==> config.mk <==
export PLATFORM = sky130hd
export DESIGN_NAME = stereo_linear_resampler_unit
export DESIGN_NICKNAME = d
export VERILOG_FILES = /design/src/hdl/rsu_pkg.sv /design/src/hdl/rsu_seq.sv /design/src/hdl/rsu_lane.sv /design/src/hdl/rsu_merge.sv /design/src/hdl/stereo_linear_resampler_unit.sv
export SDC_FILE = /design/constraint.sdc
export NUM_CORES = 2
export LEC_CHECK = 0
export ABC_AREA = 1
export CAP_MARGIN = 20
export CORE_MARGIN = 8
export CORE_UTILIZATION = 50
export DETAILED_ROUTE_END_ITERATION = 10
export DONT_BUFFER_PORTS = 1
export GPL_TIMING_DRIVEN = 0
export HOLD_SLACK_MARGIN = 0.06
export PLACE_DENSITY_LB_ADDON = 0.25
export SLEW_MARGIN = 10
export SYNTH_ARGS = -nofsm -noshare
export SYNTH_HDL_FRONTEND = slang
export SYNTH_SLANG_ARGS = --single-unit
==> constraint.sdc <==
create_clock -name clk -period 8.3 [get_ports clk]
set_input_delay 0.83 -clock clk [delete_from_list [all_inputs] [get_ports clk]]
set_output_delay 0.83 -clock clk [all_outputs]
set_load 0.03 [all_outputs]
==> src/hdl/rsu_pkg.sv <==
// Shared types and constants of the stereo resampler.
package rsu_pkg;

  localparam int SAMPLE_W = 24;
  localparam int FRAC_W   = 16;
  localparam int STEP_W   = 24;
  localparam int PHASE_W  = 25;
  localparam int FR_W     = FRAC_W + 1;
  localparam int CNT_W    = 6;
  localparam int MAX_OUT  = 64;

  localparam logic [PHASE_W-1:0] PHASE_ONE = PHASE_W'(32'd1 << FRAC_W);
  localparam logic [STEP_W-1:0]  MIN_STEP  = STEP_W'((32'd1 << FRAC_W) / MAX_OUT);
  localparam logic [STEP_W-1:0]  STEP_RST  = STEP_W'(32'd1 << FRAC_W);
  localparam logic [CNT_W-1:0]   CNT_LAST  = CNT_W'(MAX_OUT - 1);

  typedef struct packed {
    logic signed [SAMPLE_W-1:0] left_in;
    logic signed [SAMPLE_W-1:0] right_in;
  } rsu_in_t;

  typedef struct packed {
    logic signed [SAMPLE_W-1:0] left_out;
    logic signed [SAMPLE_W-1:0] right_out;
    logic                       last_of_run;
  } rsu_out_t;

  typedef struct packed {
    logic valid;
    logic last;
  } rsu_issue_t;

  typedef struct packed {
    logic signed [SAMPLE_W-1:0] p;
    logic signed [SAMPLE_W-1:0] n;
    logic [FR_W-1:0]            frac;
  } rsu_lane_op_t;

  typedef enum logic [1:0] {
    SEQ_IDLE,
    SEQ_FIRST,
    SEQ_RUN
  } rsu_state_t;

endpackage

==> src/hdl/rsu_seq.sv <==
// Phase sequencer: accepts requests, walks the output phases, issues lane operations.
module rsu_seq
  import rsu_pkg::*;
(
  input  logic                clk,
  input  logic                rst_n,
  input  logic                in_valid,
  input  rsu_in_t             in_data,
  output logic                in_stall,
  input  logic                cfg_valid,
  output logic                cfg_ready,
  input  logic [STEP_W-1:0]   cfg_data,
  input  logic                adv,
  output rsu_issue_t          issue,
  output rsu_lane_op_t        op_left,
  output rsu_lane_op_t        op_right
);

  rsu_state_t state_r, state_nxt;
  logic [PHASE_W-1:0] phase_r, phase_nxt;
  logic [CNT_W-1:0]   cnt_r, cnt_nxt;
  logic               have_prior_r, have_prior_nxt;
  logic [STEP_W-1:0]  step_r, step_nxt;
  logic signed [SAMPLE_W-1:0] prior_left_r, prior_left_nxt;
  logic signed [SAMPLE_W-1:0] prior_right_r, prior_right_nxt;
  rsu_in_t            cur_r, cur_nxt;

  logic               in_acc;
  logic [STEP_W-1:0]  step_eff;
  logic [PHASE_W-1:0] phase_add;
  logic               over_one;
  logic               run_last;

  assign in_acc    = in_valid && !in_stall;
  assign step_eff  = (step_r < MIN_STEP) ? MIN_STEP : step_r;
  assign phase_add = phase_r + PHASE_W'(step_eff);
  assign over_one  = phase_r > PHASE_ONE;
  assign run_last  = (phase_add > PHASE_ONE) || (cnt_r == CNT_LAST);

  // next state
  always_comb begin
    state_nxt = state_r;
    unique case (state_r)
      SEQ_IDLE: begin
        if (in_acc && !have_prior_r) begin
          state_nxt = SEQ_FIRST;
        end else if (in_acc && !over_one) begin
          state_nxt = SEQ_RUN;
        end
      end
      SEQ_FIRST: begin
        if (adv) begin
          state_nxt = SEQ_IDLE;
        end
      end
      SEQ_RUN: begin
        if (adv && run_last) begin
          state_nxt = SEQ_IDLE;
        end
      end
      default: state_nxt = SEQ_IDLE;
    endcase
  end

  // outputs
  always_comb begin
    in_stall       = 1'b1;
    cfg_ready      = 1'b0;
    issue          = '0;
    op_left.p      = prior_left_r;
    op_right.p     = prior_right_r;
    op_left.n      = cur_r.left_in;
    op_right.n     = cur_r.right_in;
    op_left.frac   = phase_r[FR_W-1:0];
    op_right.frac  = phase_r[FR_W-1:0];
    unique case (state_r)
      SEQ_IDLE: begin
        in_stall  = 1'b0;
        cfg_ready = 1'b1;
      end
      SEQ_FIRST: begin
        // first sample passes through: both ends equal, fraction zero
        issue.valid   = adv;
        issue.last    = 1'b1;
        op_left.p     = cur_r.left_in;
        op_right.p    = cur_r.right_in;
        op_left.frac  = '0;
        op_right.frac = '0;
      end
      SEQ_RUN: begin
        issue.valid = adv;
        issue.last  = run_last;
      end
      default: begin
        in_stall = 1'b1;
      end
    endcase
  end

  // datapath state
  always_comb begin
    phase_nxt       = phase_r;
    cnt_nxt         = cnt_r;
    have_prior_nxt  = have_prior_r;
    step_nxt        = step_r;
    prior_left_nxt  = prior_left_r;
    prior_right_nxt = prior_right_r;
    cur_nxt         = cur_r;
    if (cfg_valid && cfg_ready) begin
      step_nxt = cfg_data;
    end
    priority if (in_acc) begin
      cur_nxt = in_data;
      if (have_prior_r && over_one) begin
        // no output phase in this interval: drop one and replace the prior
        phase_nxt       = phase_r - PHASE_ONE;
        prior_left_nxt  = in_data.left_in;
        prior_right_nxt = in_data.right_in;
      end
    end else if (state_r == SEQ_FIRST && adv) begin
      have_prior_nxt  = 1'b1;
      prior_left_nxt  = cur_r.left_in;
      prior_right_nxt = cur_r.right_in;
      phase_nxt       = PHASE_W'(step_eff);
    end else if (state_r == SEQ_RUN && adv) begin
      cnt_nxt   = cnt_r + CNT_W'(1);
      phase_nxt = phase_add;
      if (run_last) begin
        cnt_nxt         = '0;
        prior_left_nxt  = cur_r.left_in;
        prior_right_nxt = cur_r.right_in;
        phase_nxt       = (phase_add > PHASE_ONE) ? (phase_add - PHASE_ONE) : '0;
      end
    end else begin
      cnt_nxt = cnt_r;
    end
  end

  always_ff @(posedge clk) begin
    if (!rst_n) begin
      state_r       <= SEQ_IDLE;
      phase_r       <= '0;
      cnt_r         <= '0;
      have_prior_r  <= 1'b0;
      step_r        <= STEP_RST;
      prior_left_r  <= '0;
      prior_right_r <= '0;
    end else begin
      state_r       <= state_nxt;
      phase_r       <= phase_nxt;
      cnt_r         <= cnt_nxt;
      have_prior_r  <= have_prior_nxt;
      step_r        <= step_nxt;
      prior_left_r  <= prior_left_nxt;
      prior_right_r <= prior_right_nxt;
    end
  end

  always_ff @(posedge clk) begin
    cur_r <= cur_nxt;
  end

endmodule

==> src/hdl/rsu_lane.sv <==
// One interpolation lane: registered product of difference and fraction, then floor and add.
module rsu_lane
  import rsu_pkg::*;
(
  input  logic                       clk,
  input  logic                       adv,
  input  rsu_lane_op_t               op,
  output logic signed [SAMPLE_W-1:0] result
);

  localparam int DIFF_W = SAMPLE_W + 1;
  localparam int PROD_W = DIFF_W + FR_W + 1;

  logic signed [DIFF_W-1:0]   diff;
  logic signed [PROD_W-1:0]   prod;
  logic signed [PROD_W-1:0]   prod_r;
  logic signed [SAMPLE_W-1:0] p_r;
  logic signed [PROD_W-1:0]   shifted;
  logic signed [PROD_W-1:0]   sum;

  assign diff = DIFF_W'(op.n) - DIFF_W'(op.p);
  assign prod = PROD_W'(diff) * PROD_W'($signed({1'b0, op.frac}));

  always_ff @(posedge clk) begin
    if (adv) begin
      prod_r <= prod;
      p_r    <= op.p;
    end
  end

  // arithmetic shift rounds toward minus infinity
  assign shifted = prod_r >>> FRAC_W;
  assign sum     = shifted + PROD_W'(p_r);
  assign result  = sum[SAMPLE_W-1:0];

endmodule

==> src/hdl/rsu_merge.sv <==
// Merge stage: pairs the lane results with the run marker and holds the output register.
module rsu_merge
  import rsu_pkg::*;
(
  input  logic                       clk,
  input  logic                       rst_n,
  input  rsu_issue_t                 issue,
  input  logic signed [SAMPLE_W-1:0] left_res,
  input  logic signed [SAMPLE_W-1:0] right_res,
  input  logic                       out_stall,
  output logic                       adv,
  output logic                       out_valid,
  output rsu_out_t                   out_data
);

  logic     s1_valid_r;
  logic     s1_last_r;
  logic     out_valid_r;
  rsu_out_t out_data_r;

  assign adv = !out_valid_r || !out_stall;

  always_ff @(posedge clk) begin
    if (!rst_n) begin
      s1_valid_r  <= 1'b0;
      out_valid_r <= 1'b0;
    end else if (adv) begin
      s1_valid_r  <= issue.valid;
      out_valid_r <= s1_valid_r;
    end
  end

  always_ff @(posedge clk) begin
    if (adv) begin
      s1_last_r              <= issue.last;
      out_data_r.left_out    <= left_res;
      out_data_r.right_out   <= right_res;
      out_data_r.last_of_run <= s1_last_r;
    end
  end

  assign out_valid = out_valid_r;
  assign out_data  = out_data_r;

endmodule

==> src/hdl/stereo_linear_resampler_unit.sv <==
// Stereo linear-interpolation resampler, top level.
//
// Input channel in_valid / in_stall / in_data carries one stereo request
// (left_in, right_in). Output channel out_valid / out_stall / out_data gives
// interpolated stereo samples; last_of_run flags the final sample a request
// produced. A request that produces no sample (downsampling) is absorbed in
// its accept cycle. cfg_valid / cfg_ready / cfg_data writes phase_step
// (8.16 input samples per output); write it only while the block is idle.
//
// After the accept, the first sample of a request passes the sequencer
// state, the lane product register and the output register. Throughput: one
// request at a time, one output per cycle while the pipeline advances; the
// phase sequencer issuing one phase per cycle sets this rate. Two lanes,
// one per channel, share each phase; the merge stage joins them.
// Reset (synchronous, rst_n low) empties the pipeline, sets phase_step to
// 1.0, and makes the next request pass through unchanged. When out_stall
// is high with a sample in the output register, the pipeline and the
// sequencer hold; in_stall stays high until a request's last phase issues.
module stereo_linear_resampler_unit
  import rsu_pkg::*;
(
  input  logic                clk,
  input  logic                rst_n,
  input  logic                in_valid,
  input  rsu_in_t             in_data,
  output logic                in_stall,
  output logic                out_valid,
  output rsu_out_t            out_data,
  input  logic                out_stall,
  input  logic                cfg_valid,
  output logic                cfg_ready,
  input  logic [STEP_W-1:0]   cfg_data
);

  logic                       adv;
  rsu_issue_t                 issue;
  rsu_lane_op_t               op_left;
  rsu_lane_op_t               op_right;
  logic signed [SAMPLE_W-1:0] left_res;
  logic signed [SAMPLE_W-1:0] right_res;

  // walk phases, one lane operation per cycle while adv is high
  rsu_seq u_seq (
    .clk       (clk),
    .rst_n     (rst_n),
    .in_valid  (in_valid),
    .in_data   (in_data),
    .in_stall  (in_stall),
    .cfg_valid (cfg_valid),
    .cfg_ready (cfg_ready),
    .cfg_data  (cfg_data),
    .adv       (adv),
    .issue     (issue),
    .op_left   (op_left),
    .op_right  (op_right)
  );

  // left and right lanes run the same phase side by side
  rsu_lane u_lane_left (
    .clk    (clk),
    .adv    (adv),
    .op     (op_left),
    .result (left_res)
  );

  rsu_lane u_lane_right (
    .clk    (clk),
    .adv    (adv),
    .op     (op_right),
    .result (right_res)
  );

  // join lanes, hold the output register against out_stall
  rsu_merge u_merge (
    .clk       (clk),
    .rst_n     (rst_n),
    .issue     (issue),
    .left_res  (left_res),
    .right_res (right_res),
    .out_stall (out_stall),
    .adv       (adv),
    .out_valid (out_valid),
    .out_data  (out_data)
  );

endmodule

After elaboration in Yosys (flattened, before gate mapping)
Index checks and enable logic that the tools add are counted.
{ "classes": {"addsub": 8, "mul": 2, "div_mod_pow": 0, "magnitude_cmp": 3, "eq_ne": 7, "shifts": 0, "muxes": 29, "bitwise": 2, "reduce_logical": 22} }
{ "ops": {"columns": ["op", "n"], "rows": [
  ["$mux 24", 13],
  ["$mux 25", 6],
  ["$mul 25x18->40", 2],
  ["$gt 25x17->1 const B", 2],
  ["$sub 24x24->25", 2],
  ["$sub 25x17->25 const B", 2],
  ["$add 24x24->24", 2],
  ["$add 25x24->25", 1],
  ["$lt 24x11->1 const B", 1],
  ["$mux 17", 1],
  ["$reduce_and 3->1", 3],
  ["$logic_and 1x1->1", 8],
  ["$mux 2", 4],
  ["$add 6x1->6 const B", 1],
  ["$eq 6x6->1 const B", 1],
  ["$mux 6", 1],
  ["$pmux 2 s3", 1],
  ["$reduce_bool 3->1", 2],
  ["$logic_not 1->1", 4],
  ["$ne 2x1->1 const B", 2],
  ["$pmux 2 s2", 1],
  ["$reduce_and 2->1", 2],
  ["$ne 3x3->1 const B", 1],
  ["$eq 2x1->1 const B", 1],
  ["other kinds (6)", 9]
]} }
{ "totals": {"regBits": 334, "latchBits": 0, "ramBits": 0, "mem_bits_ro": 0, "in_bits": 77, "out_inout_bits": 52, "wordCells": 92, "memories": 0} }

Logic depth before layout (Yosys ltp)
{ "depth": {"word_depth": 9, "depth_mapped": 50, "ltp_nobuf": 46} }

Modules after synthesis
Synthesis repeated with hierarchy kept, for this count alone.
{ "hier_totals": {"cells_unflattened": 6140, "area_unflattened_um2": 48875.6} }
{ "modules_own_cells": {"columns": ["module", "instances", "cells_per_inst", "area_per_inst_um2", "seq_area_each_um2"], "rows": [
  ["rsu_lane (u_lane_right)", 1, 2387, 18910.6, 1441.4],
  ["rsu_lane (u_lane_left)", 1, 2375, 18884.4, 1441.4],
  ["rsu_seq", 1, 1318, 9502.9, 3563.4],
  ["rsu_merge", 1, 60, 1577.8, 1541.5]
]} }

Least setup slack after synthesis
Ideal clock, no wire load.
{ "synth_timing": {"path_type": "flip-flop to flip-flop", "from": "reg u_seq.state_r[1]", "to": "reg u_lane_right.prod_r[37], data pin", "setup_time_ns": 0.265, "arrival_time_ns": 8.166, "t_required_ns": 8.035, "setup_slack_ns": -0.131, "path_stages_with_launch": 44, "n_path_buf": 6, "period_less_slack_ns": 8.431, "path_cell_list": "dfxtp_1 > inv_1 > ha_1 > buf_6 > inv_4 > buf_6 > buf_6 > buf_6 > clkbuf_1 > or2_2 > o21ai_0 > ha_1 > inv_1 > o21bai_1 > inv_1 > nand2_1 > a31oi_2 > o21ai_2 > [... 8 more ...] > fa_1 > fa_1 > inv_1 > fa_1 > fa_1 > inv_1 > fa_1 > inv_1 > ha_1 > nand2_1 > nor2_1 > nand4_1 > o211ai_1 > a21oi_1 > o21ai_0 > a21oi_1 > o21ai_0 > xor2_1"} }
{ "synth_via": {"elab_chain_len": 4, "elab_cells_between_ends": 5, "cone_classes": "add/sub: 1; mul: 1; eq/ne: 1; mux: 2"} }
{ "synth_lines": {"columns": ["item", "line", "text"], "rows": [
  ["start: declaration", "rsu_seq.sv:19", "rsu_state_t state_r, state_nxt;"],
  ["start signal: assignment", "rsu_seq.sv:149", "state_r <= state_nxt;"],
  ["$eq 2x1->1 (*)", "rsu_seq.sv:76", "unique case (state_r)"],
  ["$mux 24", "rsu_seq.sv:76", null],
  ["$sub 24x24->25", "rsu_lane.sv:21", "assign diff = DIFF_W'(op.n) - DIFF_W'(op.p);"],
  ["$mul 25x18->40 (*)", "rsu_lane.sv:22", "assign prod = PROD_W'(diff) * PROD_W'($signed({1'b0, op.frac}));"],
  ["via u_lane_right.prod[37]", "rsu_lane.sv:15", "logic signed [PROD_W-1:0] prod;"],
  ["end signal: assignment", "rsu_lane.sv:26", "prod_r <= prod;"],
  ["end: declaration", "rsu_lane.sv:16", "logic signed [PROD_W-1:0] prod_r;"]
]} }
The timed path passes the listed nets; every way through them passes the cells marked *.
A chain may end at the register's enable or synchronous reset.

Worst setup path in the final report
{ "layout_timing": {"from": "reg u_seq.state_r[1]", "to": "reg u_lane_left.prod_r[39], data pin"} }
{ "layout_via": {"elab_chain_len": 4, "elab_cells_between_ends": 5, "cone_classes": "add/sub: 1; mul: 1; eq/ne: 1; mux: 2"} }
{ "layout_lines": {"columns": ["item", "line"], "rows": [
  ["$eq 2x1->1 (*)", "rsu_seq.sv:76"],
  ["$mux 24", "rsu_seq.sv:76"],
  ["$sub 24x24->25", "rsu_lane.sv:21"],
  ["$mul 25x18->40 (*)", "rsu_lane.sv:22"],
  ["via u_lane_left.prod[39]", "rsu_lane.sv:15"],
  ["end signal: assignment", "rsu_lane.sv:26"],
  ["end: declaration", "rsu_lane.sv:16"]
]} }
Marked as above.

==> metrics.md <==
| Metric | Value |
|---|---|
| First-pass GRT wire length | 241000 µm |
| DRT Pass-1 Iters | 6 |
| Final std cells w/o fill | 7525 |
| Worst slew margin | 14.9% |
| Max FO, Critical Path | 6 |
| Total gr overflow | 0 |
| Syn nets | 7101 |
| CP arrival | 8.85 ns |
| H-tree depth | 2 |
| Req. time, crit path | 8.64 ns |
| Async SR Flop Fraction | 0% |
| Final hold viol count | 0 |
| Top-count cell post-synth | inv_1 |
| CP max stage cell | fa_2 |
| Max cap viols | 0 |
| Worst setup path startpoint | u_seq.state_r[1] |
| Netlist Area Pre-Place | 0.0473 mm² |
| Most used cell along the critical path | fa_1 |
| CP Capture Type | register |
| Mapped Cells | 5935 |
| Port Buffer Count | 0 |
| Synth warnings | 0 |
| Routed vias | 41100 |
| Vias in the first global route | 41600 |
| Proportion of layout cells with a drive suffix above 1 | 15.9% |
| Synth unique cells | 65 |
| FMAX | 0.117 GHz |
| Reg-to-reg critical path endpoint | u_lane_left.prod_r[39] |
| Clock root cell | clkbuf_16 |
| Placed Cells | 7205 |
| Crit path time final | 8.51 ns |
| Initial antenna violation count | 5 |
| Yosys top cell area share | 33.5% |
| Top cells by area, synth | fa_1 34%, edfxtp_1 12%, inv_1 11% |
| Finished Cell Area | 0.0559 mm² |
| Core area | 0.0943 mm² |
| Die ar. | 0.105 mm² |
| FF+latch count, synth | 302 |
| Status | complete, but fails checks |
| Post-synth EDFFs | 194 |
| R2R cell count | 40 |
| Post-synthesis sequential area ratio | 16.9% |
| Post-CTS Hold Buffers | 0 |
| Die width | 324 µm |
| Vias/cell | 5.47 |
| Leading area contributor after synthesis | fa_1 |
| Worst hold margin | 0.305 ns |
| Sink Count | 302 |
| Drt total wl | 160000 µm |
| Row count | 113 |
| Synthesized area per cell | 7.97 µm² |
| Worst slew pin tran | 1.28 ns |
| Startpoint Class | register |
| RSZ-0062 raised after global routing | yes |
| Clock skew | 0.0485 ns |
| Total track usage | 30.1% |
| Drt wl/cell | 21.3 µm |
| FF-to-FF setup slack | -0.21 ns |
| Hold path start | in_data[21] |
| Dpl cell area | 0.0490 mm² |
| Initial Utilization | 50.1% |
| Worst hold endpoint | u_seq.op_right[38] |
| Worst Slack Setup Final | -0.215 ns |
| Setup TNS | -1.08 ns |
| Main flop type after synthesis | edfxtp_1 |
| Layout area overhead | 18.2% |
| Clk slew on worst S/H paths | 0.07 ns |
| Fin. max-slew vios | 0 |
| Clock latency on the worst-skew pair | 0.62 ns |
| Crit Path Class | register to register |
| CTS Buffer Depth | 3 |
| CTS tree | done |
| CTS Buf Count | 37 |
| Initial DRC Count | 3767 |
| Fin crit share | 103% |
| Top cells by count, synth | 1355 x inv_1, 1191 x nand2_1, 792 x fa_1 |
| DRC | 0 |
| Chip height | 324 µm |
| Final setup viols | 11 |
| Hold Crit Depth | 0 |
| Final ANT Viol Nets | 0 |
| RePlAce Congestion | 0.992 |
| Failing checks | setup timing |
| Max incr delay on CP | 0.68 ns |
| Hold Path Class | input port to register |
| NumNets Final | 7391 |
| Worst r2r src | u_seq.state_r[1] |
| Pin count of the biggest net entering global routing | 62 |
| Top Ports | 129 |
| Hpwl dp | 126000 µm |
[per-layer routing]
| metal | GRT usage, % | share of wire [%] | vias to the layer above |
|---|---|---|---|
| met1 | 38.3 | 38 | 20300 |
| met4 | 17.0 | 7.0 | 4 |
| met2 | 48.1 | 45 | 1888 |
| li1 | - | - | 18400 |
| met5 | 0 | 0.013 | - |
| met3 | 6.06 | 9.4 | 530 |
[sequential cells by signal, indices dropped and copies added, names as in the netlist, 6 cells and up]
signal,cells
u_lane_right.prod_r,24
u_lane_right.p_r,24
u_seq.op_right,24
u_lane_left.prod_r,24
u_seq.cnt_r,6
u_seq.prior_left_r,24
u_seq.prior_right_r,24
u_seq.op_left,24
u_lane_left.p_r,24
u_seq.phase_r,25
u_seq.step_r,24
u_merge.out_data,49
[layout make-up]
| cell class | count | area, µm² |
|---|---|---|
| timing repair buffer | 260 | 2270 |
| antenna | 6 | 15.0 |
| fill | 8428 | 38400 |
| inverter | 1377 | 5250 |
| multi-input combinational | 4062 | 36400 |
| clock inverter | 12 | 181 |
| sequential | 302 | 7990 |
| clock buffer | 56 | 1080 |
| tap | 1265 | 1580 |
| buffer | 185 | 1130 |
[logic make-up after synthesis]
| family | count (synthesis) | synth area share, % |
|---|---|---|
| buffers and inverters | 1572 | 12.7 |
| adders and majority gates | 1089 | 41.4 |
| DFF | 302 | 16.9 |
| and+or+nand+nor | 2284 | 19.7 |
| AOI/OAI and AO/OA | 537 | 6.34 |
| xor gates and xnor gates | 151 | 2.95 |
[cells in the final DEF (no fill, tap or decap), drive strengths merged, types with 192 or more instances in the layout]
cell	instances
clkbuf	192
o21ai	222
nor2	744
buf	309
nand3	198
a21oi	221
nand2	1202
edfxtp	194
inv	1360
ha	297
fa	792
[worst max-delay path by stage]
stage,to,slack [ns],depth (start not counted)
floorplan,u_lane_right.prod_r[37],-0.02,43
global placement,u_lane_right.prod_r[37],-2.80,41
detailed placement,u_lane_right.prod_r[37],-2.57,42
CTS,u_lane_right.prod_r[38],-0.31,43
global route,u_lane_left.prod_r[39],-0.40,42
finish,u_lane_left.prod_r[39],-0.21,40
[what timing repair did]
item / 4_1_cts / 5_1_grt
resized for setup: 528 / 365
endpoints found under the setup margin: 48 / 44
buffers inserted: 163 / 91
gates cloned: 1 / 2
pin swaps: 171 / 222
[metrics by stage]
stage,setup slack [ns],utilization (%)
floorplan,-0.0232,-
global placement,-2.80,51.8
detailed placement,-2.57,52.0
CTS,-0.307,57.0
global route,-0.395,59.3
finish,-0.215,59.3
[critical path, delay by kind of cell, from the launching register on]
family	cells	cell delay (ns)
flops	1	0.32
fa+ha+maj	9	3.91
simple gates	9	0.93
compound gates	8	1.48
buf+inv	13	1.25
xor+xnor	1	0.32
Power is not shown: default switching activity piles up to over one toggle a cycle in this logic, so the estimate is an artifact.
